**src/rtl/encoder_angle_velocity_tracker_core_macros.svh**
```systemverilog
// assertion macros for the encoder tracker
// no dependencies
`ifndef ENCODER_ANGLE_VELOCITY_TRACKER_CORE_MACROS_SVH
`define ENCODER_ANGLE_VELOCITY_TRACKER_CORE_MACROS_SVH
`ifndef SYNTHESIS
`define EVAV_ASSERT_IMP(lbl, clk, rst_n, a, c) \
  lbl: assert property (@(posedge clk) disable iff (!rst_n) (a) |-> (c)) \
    else $error("assertion failed");
`define EVAV_ASSERT_NXT(lbl, clk, rst_n, a, c) \
  lbl: assert property (@(posedge clk) disable iff (!rst_n) (a) |=> (c)) \
    else $error("assertion failed");
`else
`define EVAV_ASSERT_IMP(lbl, clk, rst_n, a, c)
`define EVAV_ASSERT_NXT(lbl, clk, rst_n, a, c)
`endif
`endif

```
**src/rtl/evav_pkg.sv**
```systemverilog
// shared types, constants and functions of the encoder tracker
// no dependencies
package evav_pkg;

  localparam int MotorCount = 3;
  localparam int AngleBits  = 14;
  localparam int AngHalf    = 1 << (AngleBits - 1);
  localparam int AngFull    = 1 << AngleBits;
  localparam int MotorIdxW  = 2;

  // 1e6 * 2pi in q24
  localparam logic [47:0] VelK  = 48'd105414357000000;
  localparam logic [23:0] VelKLo = VelK[23:0];
  localparam logic [23:0] VelKHi = VelK[47:24];
  localparam logic [22:0] VelLim = 23'd6553600;

  localparam int DivW  = 48;
  localparam int DvsW  = 25;

  localparam logic [2:0] CFG_DIR  = 3'd0;
  localparam logic [2:0] CFG_ZO0  = 3'd1;
  localparam logic [2:0] CFG_ZO1  = 3'd2;
  localparam logic [2:0] CFG_ZO2  = 3'd3;
  localparam logic [2:0] CFG_PP   = 3'd4;
  localparam logic [2:0] CFG_TF   = 3'd5;
  localparam logic [2:0] CFG_WIN  = 3'd6;
  localparam logic [2:0] CFG_TO   = 3'd7;

  typedef struct packed {
    logic                        seeded;
    logic [AngleBits-1:0]        last_angle;
    logic signed [31:0]          turn_count;
    logic [AngleBits-1:0]        ref_angle;
    logic [31:0]                 ref_time;
    logic signed [23:0]          velocity;
    logic                        primed;
  } st_t;

  function automatic logic signed [AngleBits:0] wrap_diff(
    logic [AngleBits-1:0] now_a, logic [AngleBits-1:0] prev_a);
    logic signed [AngleBits:0] d;
    d = $signed({1'b0, now_a}) - $signed({1'b0, prev_a});
    if (d > (AngleBits+1)'(AngHalf)) begin
      d = d - (AngleBits+1)'(AngFull);
    end else if (d < -$signed((AngleBits+1)'(AngHalf))) begin
      d = d + (AngleBits+1)'(AngFull);
    end
    return d;
  endfunction

  function automatic logic [AngleBits-1:0] elec_angle(
    logic [AngleBits-1:0] ang, logic [5:0] pp, logic rev, logic [AngleBits-1:0] zo);
    logic [AngleBits+5:0]  prod;
    logic [AngleBits-1:0]  mech;
    prod = ang * pp;
    mech = prod[AngleBits-1:0];
    if (rev) begin
      mech = -mech;
    end
    return mech - zo;
  endfunction

endpackage

```
**src/rtl/evav_if.sv**
```systemverilog
// valid/ready channel interfaces for readings and results
// depends on evav_pkg
interface evav_in_if import evav_pkg::*; ();
  logic                  valid;
  logic                  ready;
  logic [1:0]            motor_index;
  logic [AngleBits-1:0]  raw_angle;
  logic [31:0]           sample_time_us;
  logic                  read_ok;
  modport source (output valid, motor_index, raw_angle, sample_time_us, read_ok,
                  input ready);
  modport sink (input valid, motor_index, raw_angle, sample_time_us, read_ok,
                output ready);
endinterface

interface evav_out_if import evav_pkg::*; ();
  logic                  valid;
  logic                  ready;
  logic signed [31:0]    multi_turn_count;
  logic signed [23:0]    filtered_velocity;
  logic [AngleBits-1:0]  elec_phase;
  logic                  velocity_updated;
  modport source (output valid, multi_turn_count, filtered_velocity, elec_phase,
                  velocity_updated, input ready);
  modport sink (input valid, multi_turn_count, filtered_velocity, elec_phase,
                velocity_updated, output ready);
endinterface

```
**src/rtl/evav_div.sv**
```systemverilog
// restoring divider, one quotient bit per cycle
// depends on evav_pkg
module evav_div import evav_pkg::*; (
  input  logic             clk,
  input  logic             rst_n,
  input  logic             start,
  input  logic [DivW-1:0]  dividend,
  input  logic [DvsW-1:0]  divisor,
  output logic             busy,
  output logic             done,
  output logic [DivW-1:0]  quotient
);

  logic [DivW-1:0]          quo_r, quo_nxt;
  logic [DvsW-1:0]          rem_r, rem_nxt;
  logic [DvsW-1:0]          dvs_r;
  logic [$clog2(DivW)-1:0]  cnt_r;
  logic                     busy_r, done_r;
  logic [DvsW:0]            trial;

  always_comb begin
    trial = {rem_r, quo_r[DivW-1]};
    if (trial >= {1'b0, dvs_r}) begin
      rem_nxt = DvsW'(trial - {1'b0, dvs_r});
      quo_nxt = {quo_r[DivW-2:0], 1'b1};
    end else begin
      rem_nxt = trial[DvsW-1:0];
      quo_nxt = {quo_r[DivW-2:0], 1'b0};
    end
  end

  always_ff @(posedge clk) begin
    if (!rst_n) begin
      busy_r <= 1'b0;
      done_r <= 1'b0;
      cnt_r  <= '0;
    end else begin
      done_r <= 1'b0;
      if (start) begin
        busy_r <= 1'b1;
        cnt_r  <= '0;
      end else if (busy_r) begin
        cnt_r <= cnt_r + 1'b1;
        if (cnt_r == ($clog2(DivW))'(DivW - 1)) begin
          busy_r <= 1'b0;
          done_r <= 1'b1;
        end
      end
    end
  end

  always_ff @(posedge clk) begin
    if (start) begin
      quo_r <= dividend;
      rem_r <= '0;
      dvs_r <= divisor;
    end else if (busy_r) begin
      quo_r <= quo_nxt;
      rem_r <= rem_nxt;
    end
  end

  assign busy     = busy_r;
  assign done     = done_r;
  assign quotient = quo_r;

endmodule

```
**src/rtl/encoder_angle_velocity_tracker_core.sv**
```systemverilog
// encoder tracker top: per-motor state in a 3-entry memory, one transaction at a time
// a bad motor index goes straight to the output; a reading with no velocity estimate
//   is written back; a first estimate takes one divide, a filtered estimate two
// a new reading is taken only once the previous result is in the output register
// reset: synchronous active-low; config to defaults, per-motor valid bits cleared at once
// depends on evav_pkg, evav_if, evav_div and the macros header
`include "encoder_angle_velocity_tracker_core_macros.svh"
module encoder_angle_velocity_tracker_core import evav_pkg::*; (
  input  logic              clk,
  input  logic              rst_n,
  evav_in_if.sink           in_ch,
  evav_out_if.source        out_ch,
  input  logic              cfg_we,
  input  logic [2:0]        cfg_index,
  input  logic [23:0]       cfg_data
);

  localparam logic [3:0] S_IDLE = 4'd0;
  localparam logic [3:0] S_CALC = 4'd1;
  localparam logic [3:0] S_MLO  = 4'd2;
  localparam logic [3:0] S_MHI  = 4'd3;
  localparam logic [3:0] S_D1GO = 4'd4;
  localparam logic [3:0] S_D1W  = 4'd5;
  localparam logic [3:0] S_FMUL = 4'd6;
  localparam logic [3:0] S_D2GO = 4'd7;
  localparam logic [3:0] S_D2W  = 4'd8;
  localparam logic [3:0] S_WB   = 4'd9;
  localparam logic [3:0] S_OUT  = 4'd10;

  // config
  logic [MotorCount-1:0]  dir_r;
  logic [AngleBits-1:0]   zo_r [MotorCount];
  logic [5:0]             pp_r;
  logic [19:0]            tf_r, win_r;
  logic [23:0]            to_r;

  always_ff @(posedge clk) begin
    if (!rst_n) begin
      dir_r <= '0;
      for (int i = 0; i < MotorCount; i++) zo_r[i] <= '0;
      pp_r  <= 6'd7;
      tf_r  <= 20'd8000;
      win_r <= 20'd5000;
      to_r  <= 24'd200000;
    end else if (cfg_we) begin
      unique case (cfg_index)
        CFG_DIR: dir_r    <= cfg_data[MotorCount-1:0];
        CFG_ZO0: zo_r[0]  <= cfg_data[AngleBits-1:0];
        CFG_ZO1: zo_r[1]  <= cfg_data[AngleBits-1:0];
        CFG_ZO2: zo_r[2]  <= cfg_data[AngleBits-1:0];
        CFG_PP:  pp_r     <= cfg_data[5:0];
        CFG_TF:  tf_r     <= cfg_data[19:0];
        CFG_WIN: win_r    <= cfg_data[19:0];
        CFG_TO:  to_r     <= cfg_data[23:0];
        default: ;
      endcase
    end
  end

  // state memory
  st_t                    mem [MotorCount];
  st_t                    rd_r;
  st_t                    nst_r;
  logic                   rd_vld_r;
  logic [MotorCount-1:0]  vld_r;
  logic                   in_acc, rd_en, wr_en;

  logic [3:0]             st_r;
  logic [MotorIdxW-1:0]   m_r;
  logic [AngleBits-1:0]   raw_r;
  logic [31:0]            t_r;
  logic                   ok_r;

  assign in_ch.ready = (st_r == S_IDLE);
  assign in_acc      = in_ch.valid && in_ch.ready;
  assign rd_en       = in_acc && (in_ch.motor_index < MotorIdxW'(MotorCount));
  assign wr_en       = (st_r == S_WB);

  always_ff @(posedge clk) begin
    if (rd_en) begin
      rd_r <= mem[in_ch.motor_index];
    end
    if (wr_en) begin
      mem[m_r] <= nst_r;
    end
  end

  always_ff @(posedge clk) begin
    if (!rst_n) begin
      vld_r    <= '0;
      rd_vld_r <= 1'b0;
    end else begin
      if (rd_en) rd_vld_r <= vld_r[in_ch.motor_index];
      if (wr_en) vld_r[m_r] <= 1'b1;
    end
  end

  // working registers
  logic [23:0]            dt_r;
  logic [AngleBits-1:0]   mag_r;
  logic                   neg_r, upd_r;
  logic [37:0]            plo_r;
  logic [37:0]            phi_r;
  logic signed [24:0]     diff_r;
  logic [23:0]            absd_r;
  logic [47:0]            pm_r;

  logic signed [31:0]     res_turn_r;
  logic signed [23:0]     res_vel_r;
  logic [AngleBits-1:0]   res_elec_r;
  logic                   res_upd_r;

  logic                   out_valid_r;
  logic                   out_load;

  assign out_load = (st_r == S_OUT) && (!out_valid_r || out_ch.ready);

  // divider
  logic                   div_start, div_busy, div_done;
  logic [DivW-1:0]        div_a, div_q;
  logic [DvsW-1:0]        div_b;
  logic [60:0]            num;

  assign div_start = (st_r == S_D1GO) || (st_r == S_D2GO);
  assign num       = {phi_r[36:0], 24'b0} + {23'b0, plo_r};

  always_comb begin
    if (st_r == S_D1GO) begin
      div_a = {10'b0, num[59:22]};
      div_b = {1'b0, dt_r};
    end else begin
      div_a = pm_r;
      div_b = {5'b0, tf_r} + {1'b0, dt_r};
    end
  end

  evav_div u_div (
    .clk      (clk),
    .rst_n    (rst_n),
    .start    (div_start),
    .dividend (div_a),
    .divisor  (div_b),
    .busy     (div_busy),
    .done     (div_done),
    .quotient (div_q)
  );

  // update step
  st_t                    cur;
  st_t                    calc_nst;
  logic                   calc_upd;
  logic signed [AngleBits:0] dturn, dvel;
  logic signed [32:0]     tsum;
  logic [31:0]            dt_full;
  logic [19:0]            win_eff;
  logic [22:0]            qc;
  logic signed [24:0]     xv, yv, dv25;

  always_comb begin
    cur     = rd_vld_r ? rd_r : '0;
    dturn   = wrap_diff(raw_r, cur.last_angle);
    dvel    = wrap_diff(raw_r, cur.ref_angle);
    tsum    = 33'(cur.turn_count) + 33'(dturn);
    dt_full = t_r - cur.ref_time;
    win_eff = (win_r == '0) ? 20'd1 : win_r;
    qc      = (div_q > 48'(VelLim)) ? VelLim : div_q[22:0];
    xv      = neg_r ? -$signed({2'b0, qc}) : $signed({2'b0, qc});
    yv      = 25'(nst_r.velocity);
    dv25    = xv - yv;
    calc_nst = cur;
    calc_upd = 1'b0;
    if (ok_r) begin
      if (!cur.seeded) begin
        calc_nst.seeded     = 1'b1;
        calc_nst.last_angle = raw_r;
        calc_nst.ref_angle  = raw_r;
        calc_nst.ref_time   = t_r;
        calc_nst.turn_count = 32'(raw_r);
        calc_nst.velocity   = '0;
      end else begin
        calc_nst.last_angle = raw_r;
        if (tsum > 33'sh0_7FFF_FFFF) begin
          calc_nst.turn_count = 32'sh7FFF_FFFF;
        end else if (tsum < -33'sh0_8000_0000) begin
          calc_nst.turn_count = 32'sh8000_0000;
        end else begin
          calc_nst.turn_count = tsum[31:0];
        end
        if (dt_full >= 32'(to_r) || dt_full >= 32'(win_eff)) begin
          calc_nst.ref_angle = raw_r;
          calc_nst.ref_time  = t_r;
        end
        if (dt_full < 32'(to_r) && dt_full >= 32'(win_eff)) begin
          calc_upd = 1'b1;
        end
      end
    end
  end

  always_ff @(posedge clk) begin
    if (!rst_n) begin
      st_r        <= S_IDLE;
      out_valid_r <= 1'b0;
    end else begin
      out_valid_r <= out_load || (out_valid_r && !out_ch.ready);
      unique case (st_r)
        S_IDLE: begin
          if (in_acc) st_r <= S_CALC;
        end
        S_CALC: begin
          if (m_r >= MotorIdxW'(MotorCount)) begin
            st_r <= S_OUT;
          end else if (ok_r && cur.seeded &&
                       dt_full < 32'(to_r) && dt_full >= 32'(win_eff)) begin
            st_r <= S_MLO;
          end else begin
            st_r <= S_WB;
          end
        end
        S_MLO:  st_r <= S_MHI;
        S_MHI:  st_r <= S_D1GO;
        S_D1GO: st_r <= S_D1W;
        S_D1W: begin
          if (div_done) st_r <= nst_r.primed ? S_FMUL : S_WB;
        end
        S_FMUL: st_r <= S_D2GO;
        S_D2GO: st_r <= S_D2W;
        S_D2W: begin
          if (div_done) st_r <= S_WB;
        end
        S_WB:   st_r <= S_OUT;
        S_OUT: begin
          if (out_load) st_r <= S_IDLE;
        end
        default: st_r <= S_IDLE;
      endcase
    end
  end

  always_ff @(posedge clk) begin
    if (in_acc) begin
      m_r   <= in_ch.motor_index;
      raw_r <= in_ch.raw_angle;
      t_r   <= in_ch.sample_time_us;
      ok_r  <= in_ch.read_ok;
    end
    unique case (st_r)
      S_CALC: begin
        nst_r <= calc_nst;
        upd_r <= calc_upd;
        dt_r  <= dt_full[23:0];
        mag_r <= dvel[AngleBits] ? AngleBits'(-dvel) : dvel[AngleBits-1:0];
        neg_r <= dir_r[m_r] ^ dvel[AngleBits];
        if (m_r >= MotorIdxW'(MotorCount)) begin
          res_turn_r <= '0;
          res_vel_r  <= '0;
          res_elec_r <= '0;
          res_upd_r  <= 1'b0;
        end
      end
      S_MLO:  plo_r <= mag_r * VelKLo;
      S_MHI:  phi_r <= mag_r * VelKHi;
      S_D1W: begin
        if (div_done) begin
          if (!nst_r.primed) begin
            nst_r.velocity <= xv[23:0];
            nst_r.primed   <= 1'b1;
          end else begin
            diff_r <= dv25;
            absd_r <= dv25[24] ? 24'(-dv25) : dv25[23:0];
          end
        end
      end
      S_FMUL: pm_r <= absd_r * dt_r;
      S_D2W: begin
        if (div_done) begin
          nst_r.velocity <= diff_r[24] ? nst_r.velocity - $signed(div_q[23:0])
                                       : nst_r.velocity + $signed(div_q[23:0]);
        end
      end
      S_WB: begin
        res_turn_r <= nst_r.turn_count;
        res_vel_r  <= nst_r.velocity;
        res_elec_r <= elec_angle(nst_r.last_angle, pp_r, dir_r[m_r], zo_r[m_r]);
        res_upd_r  <= upd_r;
      end
      default: ;
    endcase
  end

  // output register
  logic signed [31:0]     o_turn_r;
  logic signed [23:0]     o_vel_r;
  logic [AngleBits-1:0]   o_elec_r;
  logic                   o_upd_r;

  always_ff @(posedge clk) begin
    if (out_load) begin
      o_turn_r <= res_turn_r;
      o_vel_r  <= res_vel_r;
      o_elec_r <= res_elec_r;
      o_upd_r  <= res_upd_r;
    end
  end

  assign out_ch.valid             = out_valid_r;
  assign out_ch.multi_turn_count  = o_turn_r;
  assign out_ch.filtered_velocity = o_vel_r;
  assign out_ch.elec_phase        = o_elec_r;
  assign out_ch.velocity_updated  = o_upd_r;

  `EVAV_ASSERT_IMP(a_ready_idle, clk, rst_n, in_ch.ready, st_r == S_IDLE)
  `EVAV_ASSERT_NXT(a_div_go, clk, rst_n, div_start, div_busy)
  `EVAV_ASSERT_NXT(a_bad_idx, clk, rst_n,
    (st_r == S_CALC) && (m_r >= MotorIdxW'(MotorCount)), st_r == S_OUT)
  `EVAV_ASSERT_IMP(a_wait_div, clk, rst_n,
    (st_r == S_D1W) || (st_r == S_D2W), div_busy || div_done)

endmodule
```
**src/flat_wrapper.sv**
```systemverilog
// flat-port wrapper written by rule: the top's interface ports become plain ports
module encoder_angle_velocity_tracker_core_flat import evav_pkg::*;
  (clk, rst_n, cfg_we, cfg_index, cfg_data, in_ch_valid, in_ch_motor_index, in_ch_raw_angle, in_ch_sample_time_us, in_ch_read_ok, in_ch_ready, out_ch_valid, out_ch_multi_turn_count, out_ch_filtered_velocity, out_ch_elec_phase, out_ch_velocity_updated, out_ch_ready);
  evav_in_if in_ch_i ();
  evav_out_if out_ch_i ();
  input  logic clk;
  input  logic rst_n;
  input  logic cfg_we;
  input  logic [2:0] cfg_index;
  input  logic [23:0] cfg_data;
  input wire logic [$bits(in_ch_i.valid)-1:0] in_ch_valid;
  input wire logic [$bits(in_ch_i.motor_index)-1:0] in_ch_motor_index;
  input wire logic [$bits(in_ch_i.raw_angle)-1:0] in_ch_raw_angle;
  input wire logic [$bits(in_ch_i.sample_time_us)-1:0] in_ch_sample_time_us;
  input wire logic [$bits(in_ch_i.read_ok)-1:0] in_ch_read_ok;
  output wire logic [$bits(in_ch_i.ready)-1:0] in_ch_ready;
  output wire logic [$bits(out_ch_i.valid)-1:0] out_ch_valid;
  output wire logic [$bits(out_ch_i.multi_turn_count)-1:0] out_ch_multi_turn_count;
  output wire logic [$bits(out_ch_i.filtered_velocity)-1:0] out_ch_filtered_velocity;
  output wire logic [$bits(out_ch_i.elec_phase)-1:0] out_ch_elec_phase;
  output wire logic [$bits(out_ch_i.velocity_updated)-1:0] out_ch_velocity_updated;
  input wire logic [$bits(out_ch_i.ready)-1:0] out_ch_ready;
  assign in_ch_i.valid = in_ch_valid;
  assign in_ch_i.motor_index = in_ch_motor_index;
  assign in_ch_i.raw_angle = in_ch_raw_angle;
  assign in_ch_i.sample_time_us = in_ch_sample_time_us;
  assign in_ch_i.read_ok = in_ch_read_ok;
  assign in_ch_ready = in_ch_i.ready;
  assign out_ch_valid = out_ch_i.valid;
  assign out_ch_multi_turn_count = out_ch_i.multi_turn_count;
  assign out_ch_filtered_velocity = out_ch_i.filtered_velocity;
  assign out_ch_elec_phase = out_ch_i.elec_phase;
  assign out_ch_velocity_updated = out_ch_i.velocity_updated;
  assign out_ch_i.ready = out_ch_ready;
  encoder_angle_velocity_tracker_core u_core (.clk(clk), .rst_n(rst_n), .in_ch(in_ch_i), .out_ch(out_ch_i), .cfg_we(cfg_we), .cfg_index(cfg_index), .cfg_data(cfg_data));
endmodule
```
**config.mk**
```make
export PLATFORM = sky130hd
export DESIGN_NAME = encoder_angle_velocity_tracker_core_flat
export DESIGN_NICKNAME = d
export VERILOG_FILES = /design/src/rtl/evav_pkg.sv /design/src/rtl/evav_if.sv /design/src/rtl/evav_div.sv /design/src/rtl/encoder_angle_velocity_tracker_core.sv /design/src/flat_wrapper.sv
export VERILOG_INCLUDE_DIRS = /design/src /design/src/rtl
export SDC_FILE = /design/constraint.sdc
export NUM_CORES = 2
export LEC_CHECK = 0
export BUFFER_PORTS_ARGS = -buffer_cell sky130_fd_sc_hd__buf_2
export CAP_MARGIN = 5
export CORE_ASPECT_RATIO = 0.9
export CORE_MARGIN = 8
export CORE_UTILIZATION = 44
export DETAILED_ROUTE_END_ITERATION = 10
export PLACE_DENSITY_LB_ADDON = 0.05
export SYNTH_ARGS = -nofsm -noshare
export SYNTH_HDL_FRONTEND = slang
export SYNTH_SLANG_ARGS = --single-unit
```
**constraint.sdc**
```tcl
create_clock -name clk -period 13 [get_ports clk]
set_clock_uncertainty 0.2 [all_clocks]
set_input_delay 3.25 -clock clk [delete_from_list [all_inputs] [get_ports clk]]
set_output_delay 3.25 -clock clk [all_outputs]
set_load 0.05 [all_outputs]
```
==> Word level (Yosys, flattened, before mapping) <==
Memories as Yosys holds them, arrays and structs flattened. A register that Yosys moved wholly into a read port is not among the register bits.
Index checks and enable logic that the tools add are counted.
{ "classes": {"mux": 76, "n_reduce_logical": 35, "bitwise": 7, "mul": 4, "addsub": 20, "n_eq_ne": 24, "magnitude_cmp": 16} }
{ "ops": {"columns": ["operator", "n"], "rows": [
  ["24-bit 2-to-1 mux", 6],
  ["48-bit 2-to-1 mux", 3],
  ["118-bit 2-to-1 mux", 1],
  ["116-bit 2-to-1 mux", 1],
  ["25-bit 2-to-1 mux", 4],
  ["14-bit 2-to-1 mux", 7],
  ["32-bit 2-to-1 mux", 3],
  ["78-bit 2-to-1 mux", 1],
  ["24-bit one-hot mux with 3 select lines", 1],
  ["32-bit one-hot mux with 2 select lines", 1],
  ["60-bit by 37-bit adder with 60-bit output", 1],
  ["15-bit 2-to-1 mux", 4],
  ["48-bit by 23-bit > comparator with 1-bit output, second input constant", 1],
  ["24-bit by 24-bit multiplier with 48-bit output", 1],
  ["24-bit one-hot mux with 2 select lines", 1],
  ["46-bit 2-to-1 mux", 1],
  ["4-bit one-hot mux with 11 select lines", 1],
  ["14-bit by 23-bit multiplier with 36-bit output, second input constant", 1],
  ["32-bit by 15-bit adder with 33-bit output", 1],
  ["33-bit by 32-bit > comparator with 1-bit output, second input constant", 1],
  ["33-bit by 32-bit less-than comparator with 1-bit output, second input constant", 1],
  ["32-bit by 20-bit greater-or-equal comparator with 1-bit output", 1],
  ["32-bit by 24-bit greater-or-equal comparator with 1-bit output", 1],
  ["32-bit by 24-bit less-than comparator with 1-bit output", 1],
  ["59 further kinds", 137]
]} }
{ "word_totals": {"elab_cells": 228, "input_bits": 81, "out_inout_bits": 73, "mem_count": 2, "ramBits": 396, "regBits": 701} }
{ "memory_table": {"columns": ["memory", "depth", "word_bits", "rd", "rd_ports_with_merged_regs", "wr", "line", "text"], "rows": [
  ["u_core.mem", 3, 118, 1, 1, 1, "encoder_angle_velocity_tracker_core.sv:61", "st_t mem [MotorCount];"],
  ["u_core.zo_r", 3, 14, 1, 1, 3, "encoder_angle_velocity_tracker_core.sv:32", "logic [AngleBits-1:0] zo_r [MotorCount];"]
]} }

==> Depth between registers and ports, before layout <==
{ "logic_depth": {"ltp_word": 12, "mapped_depth": 33, "ltp_nobuf": 29} }

==> Modules after synthesis <==
From an unflattened synthesis, not the netlist that was laid out.
{ "hier_totals": {"cells_unflattened": 7918, "hier_area_um2": 85911.1} }
{ "modules_own_cells": {"columns": ["mod", "cells_each", "seq_area_each_um2", "area_per_inst_um2", "n_inst"], "rows": [
  ["encoder_angle_velocity_tracker_core", 7420, 31320.0, 80171.9, 1],
  ["evav_div", 498, 2852.7, 5739.3, 1]
]} }

==> Least setup slack after synthesis <==
No wires, ideal clock.
{ "synth_timing": {"path_type": "register to register", "from": "register u_core.st_r[0]", "to": "memory u_core.mem[2][0] (netlist name), enable pin", "n_path_buf": 2, "path_stages_with_launch": 5, "t_arrival_ns": 9.619, "synth_period_minus_slack_ns": 10.586, "required_ns": 12.033, "setup_ns": 0.767, "path_slack_ns": 2.414, "cell_sequence": "dfxtp_1 -> clkbuf_1 -> clkbuf_1 -> nand3_1 -> nor3b_1"} }
{ "synth_via": {"elab_chain_cells": 3} }
{ "synth_rtl": {"columns": ["element", "line", "text"], "rows": [
  ["start: declaration", "encoder_angle_velocity_tracker_core.sv:68", "logic [3:0] st_r;"],
  ["start signal: assignment", "encoder_angle_velocity_tracker_core.sv:224", "if (div_done) st_r <= nst_r.primed ? S_FMUL : S_WB;"],
  ["4-bit equality test", "encoder_angle_velocity_tracker_core.sv:77", "assign wr_en = (st_r == S_WB);"],
  ["1-bit 2-to-1 mux", "encoder_angle_velocity_tracker_core.sv:83", "if (wr_en) begin"],
  ["1-bit 2-to-1 mux (implied by the code)", "encoder_angle_velocity_tracker_core.sv:84", "mem[m_r] <= nst_r;"],
  ["end: declaration", "encoder_angle_velocity_tracker_core.sv:61", null]
]} }
Every way passes these cells.

==> Worst setup path after layout <==
{ "layout_timing": {"from": "register u_core.absd_r[13]", "to": "register u_core.pm_r[47], data pin"} }
{ "layout_via": {"elab_chain_cells": 1} }
{ "layout_rtl": {"columns": ["element", "line", "text"], "rows": [
  ["start: declaration", "encoder_angle_velocity_tracker_core.sv:105", "logic [23:0] absd_r;"],
  ["start signal: assignment", "encoder_angle_velocity_tracker_core.sv:270", "absd_r <= dv25[24] ? 24'(-dv25) : dv25[23:0];"],
  ["24-bit by 24-bit multiplier with 48-bit output", "encoder_angle_velocity_tracker_core.sv:274", "S_FMUL: pm_r <= absd_r * dt_r;"],
  ["end signal: assignment", "encoder_angle_velocity_tracker_core.sv:274", null],
  ["end: declaration", "encoder_angle_velocity_tracker_core.sv:106", "logic [47:0] pm_r;"]
]} }
Every way passes these cells.
A chain may end at the register's enable or synchronous reset.

==> metrics.json <==
{
  "hold_viol_final": 0,
  "ys_seq_elements": 1177,
  "ioPinCount": 154,
  "totalWireLength_mm": 235,
  "drive_above_1_share": 0.0672,
  "dieWidth_um": 480,
  "critical_path.startpoint": "u_core.absd_r[13]",
  "globalRoute.totalOverflow": 0,
  "drt_pass1_iterations": 6,
  "stdcell_count": 10600,
  "grt_setup_unrepaired": "false",
  "antenna_found_initial": 13,
  "num-nets-final": 9424,
  "status": "completed",
  "setup.worst_path.class": "reg -> reg",
  "share_of_synthesized_cell_area_in_and_or_nand_and_nor_gates": 0.120,
  "synth_area_um2": 85200,
  "yosysWarningCount": 0,
  "slew_viol_final": 0,
  "cells_resized_by_post_cts_repair": 0,
  "worst_skew_late_latency_ns": 0.81,
  "max-cap-violations": 0,
  "vias": 57300,
  "pin_count_of_the_biggest_net_entering_global_routing": 96,
  "synth.avg_cell_area_um2": 10.8,
  "grt_first_pass_wirelength_mm": 361,
  "max_freq_ghz": 0.107,
  "synth-seq-area-share": 0.401,
  "layout_worst_path_cycle_share": 0.718,
  "antenna_violating_nets_post_route": 0,
  "crit_required_ns": 13.32,
  "numClockSinks": 1177,
  "reg2regPathDepth": 25,
  "post-route-min-period_ns": 9.33,
  "setup.reg_to_reg.worst_slack_ns": 3.67,
  "tritoncts": "built",
  "timing.setup.tns_ns": 0,
  "critical_path.reg2reg.endpoint": "u_core.pm_r[47]",
  "asyncSetResetFlopFracSynth": 0,
  "worstPathArrival_ns": 9.66,
  "drt-wirelength-per-cell_um": 22.1,
  "layout_fillers": 17500,
  "area.sequential_um2": 34200,
  "syn_inst": 7897,
  "detailed_place_hpwl_mm": 171,
  "slew_headroom": 0.158,
  "h-tree-depth": 4,
  "path_clk_slew_ns": 0.06,
  "r2r_start": "u_core.absd_r[13]",
  "initial_utilization": 0.442,
  "endpoint": "u_core.pm_r[47]",
  "post_synth_xor_area_fraction": 0.0361,
  "yosys_most_used_dff": "sky130_fd_sc_hd__edfxtp_1",
  "setup.worst_path.end_class": "flip-flop",
  "floorplan.rows": 153,
  "syn2layout_area_growth_pct": 9.64,
  "cts_max_path_buffers": 3,
  "critPathMaxFanout": 24,
  "place.port_buffers": 153,
  "holdBufCountCts": 0,
  "clk_root_buffer_cell": "sky130_fd_sc_hd__clkbuf_16",
  "finish.utilization": 0.485,
  "finalSetupViolations": 0,
  "postSynthNetCount": 9347,
  "multi_input_gate_area_in_the_final_layout_um2": 46300,
  "design.core.area_um2": 193000,
  "final.setup.worst_slack_ns": 3.67,
  "placement.setup.worst_slack_ns": 3.74,
  "number_of_global_route_vias_before_repair": 58600,
  "cts_buffer_count": 137,
  "avgViaCountPerCell": 5.38,
  "worst_slew_pin_slew_ns": 1.26,
  "synth_compound_gate_area_share": 0.0988,
  "timing.hold.worst.class": "reg -> reg",
  "die_height_um": 434,
  "synth.lib_cells_used.distinct": 98,
  "start_kind": "flip-flop",
  "drt_drc_violations_left": 0,
  "count_of_flip_flops_with_a_built_in_enable_after_synthesis": 1060,
  "grt_util_all_layers": 0.225,
  "synth_top_family_by_area": "adder cells",
  "post_synth_mux_area_share": 0.0219,
  "drt-initial-drc-count": 3914,
  "gpl.final_weighted_congestion": 0.878,
  "dieArea_um2": 208000,
  "placedCellCount": 10400,
  "synth_fa_ha_area_frac": 0.265,
  "post_cts_buffers": 0
}
==> area by class of cell <==
| class | count | share of cell area |
|---|---|---|
| tap | 2557 | 0.0342 |
| sequential | 1177 | 0.366 |
| timing repair buffer | 257 | 0.0167 |
| clock buffer | 165 | 0.0387 |
| inverter | 982 | 0.0394 |
| antenna | 3 | 0.0000803 |
| multi-input combinational | 5419 | 0.495 |
| clock inverter | 85 | 0.00969 |
==> worst min path at each step <==
stage	to	cells after the start	slack [ns]	start
after global placement	u_core.out_ch.multi_turn_count[31]	0	0.20	u_core.res_turn_r[31]
after detailed placement	u_core.out_ch.elec_phase[7]	0	0.21	u_core.res_elec_r[7]
final	u_core.out_ch.multi_turn_count[21]	0	0.22	u_core.res_turn_r[21]
after global routing	u_core.out_ch.elec_phase[7]	0	0.22	u_core.res_elec_r[7]
after floorplan	u_core.out_ch.elec_phase[0]	0	0.20	u_core.res_elec_r[0]
after CTS	u_core.out_ch.multi_turn_count[21]	0	0.22	u_core.res_turn_r[21]
==> cells in the mapped netlist, drive strengths merged (87+ instances only) <==
cell,n,area share
edfxtp,1060,0.37
nand2,992,0.044
inv,980,0.043
fa,723,0.17
ha,646,0.095
o21ai,399,0.023
nor2,359,0.016
and2,322,0.024
clkbuf,294,0.013
a21oi,278,0.016
xnor2,237,0.024
mux2i,179,0.021
dfxtp,117,0.027
xor2,113,0.012
a21o,105,0.0093
nor3,103,0.0060
a21boi,87,0.0077
nand3,87,0.0051
o211ai,87,0.0077
==> kinds of logic (layout without fill, tap and decap cells) <==
kind of cell / after synthesis / in the layout
buffers and inverters: 1301 / 1489
multiplexers: 186 / 186
adder cells (fa/ha/maj): 1372 / 1372
XOR/XNOR: 350 / 350
other: 0 / 3
flip-flops: 1177 / 1177
AND/OR/NAND/NOR: 2189 / 2189
AO/OA/AOI/OAI: 1322 / 1322
==> metal layers <==
| layer | track usage | wire [um] | up-vias |
|---|---|---|---|
| met4 | 0.0526 | 5310 | 4 |
| li1 | - | - | 27000 |
| met5 | 0 | 26 | - |
| met1 | 0.334 | 113000 | 28600 |
| met3 | 0.0472 | 15400 | 285 |
| met2 | 0.339 | 101000 | 1425 |
==> registers in the layout (all words and copies together), names as in the netlist, 15 cells and up, named ones only <==
signal / count
u_core.plo_r: 15
u_core.win_r: 20
u_core.nst_r: 118
u_core.out_ch.multi_turn_count: 32
u_core.res_turn_r: 32
u_core.mem: 354
u_core.zo_r: 42
u_core.to_r: 24
u_core.pm_r: 48
u_core.rd_r: 118
u_core.dt_r: 24
u_core.u_div.quotient: 48
u_core.tf_r: 20
u_core.u_div.dvs_r: 25
u_core.res_vel_r: 24
u_core.out_ch.filtered_velocity: 24
u_core.u_div.rem_r: 25
u_core.absd_r: 24
u_core.phi_r: 36
u_core.t_r: 32
==> critical path, cell delays in order (launching register included) <==
cell and delay [ns]:
sky130_fd_sc_hd__edfxtp_1 1.13, sky130_fd_sc_hd__nand2_1 0.21, sky130_fd_sc_hd__fa_1 0.59, sky130_fd_sc_hd__inv_1 0.05, sky130_fd_sc_hd__fa_1 0.47, sky130_fd_sc_hd__fa_1 0.55
sky130_fd_sc_hd__inv_1 0.06, sky130_fd_sc_hd__fa_1 0.48, sky130_fd_sc_hd__fa_1 0.54, sky130_fd_sc_hd__inv_1 0.05, sky130_fd_sc_hd__fa_1 0.49, sky130_fd_sc_hd__fa_1 0.41
sky130_fd_sc_hd__ha_1 0.35, sky130_fd_sc_hd__a21oi_1 0.16, sky130_fd_sc_hd__nand2_1 0.07, sky130_fd_sc_hd__or3_1 0.32, sky130_fd_sc_hd__o21ai_0 0.72, sky130_fd_sc_hd__o21ai_0 0.21
sky130_fd_sc_hd__buf_4 0.21, sky130_fd_sc_hd__a21oi_1 0.22, sky130_fd_sc_hd__o21ai_0 0.22, sky130_fd_sc_hd__a221oi_1 0.53, sky130_fd_sc_hd__o21ai_0 0.24, sky130_fd_sc_hd__a21oi_1 0.31
sky130_fd_sc_hd__mux2i_1 0.21, sky130_fd_sc_hd__nand4_1 0.08
==> cell usage in the layout, fill, tap and decap left out, drive strengths merged, types with 50 or more instances in the layout <==
| master | Yosys | final |
|---|---|---|
| a21oi | 278 | 278 |
| clkbuf | 294 | 167 |
| buf | 25 | 255 |
| a21o | 105 | 105 |
| xnor2 | 237 | 237 |
| nor2 | 359 | 359 |
| nand3 | 87 | 87 |
| nor3 | 103 | 103 |
| nand2b | 56 | 56 |
| nand2 | 992 | 992 |
| o21ai | 399 | 399 |
| a211oi | 50 | 50 |
| mux2i | 179 | 179 |
| o211ai | 87 | 87 |
| nor2b | 62 | 62 |
| clkinv | 2 | 63 |
| o21a | 55 | 55 |
| and2 | 322 | 322 |
| xor2 | 113 | 113 |
| inv | 980 | 990 |
| dfxtp | 117 | 117 |
| a21boi | 87 | 87 |
| fa | 723 | 723 |
| edfxtp | 1060 | 1060 |
| ha | 646 | 646 |
==> through the flow <==
stage	instance area (um^2)	hold slack [ns]
2_1_floorplan	85200	0.200
3_3_place_gp	88900	0.201
3_5_place_dp	88900	0.205
4_1_cts	93400	0.216
5_1_grt	93400	0.222
6_report	93500	0.215
Power is left out: the tool's default activity adds up to more than one toggle a clock period on the data nets, which glitch-free logic cannot reach.
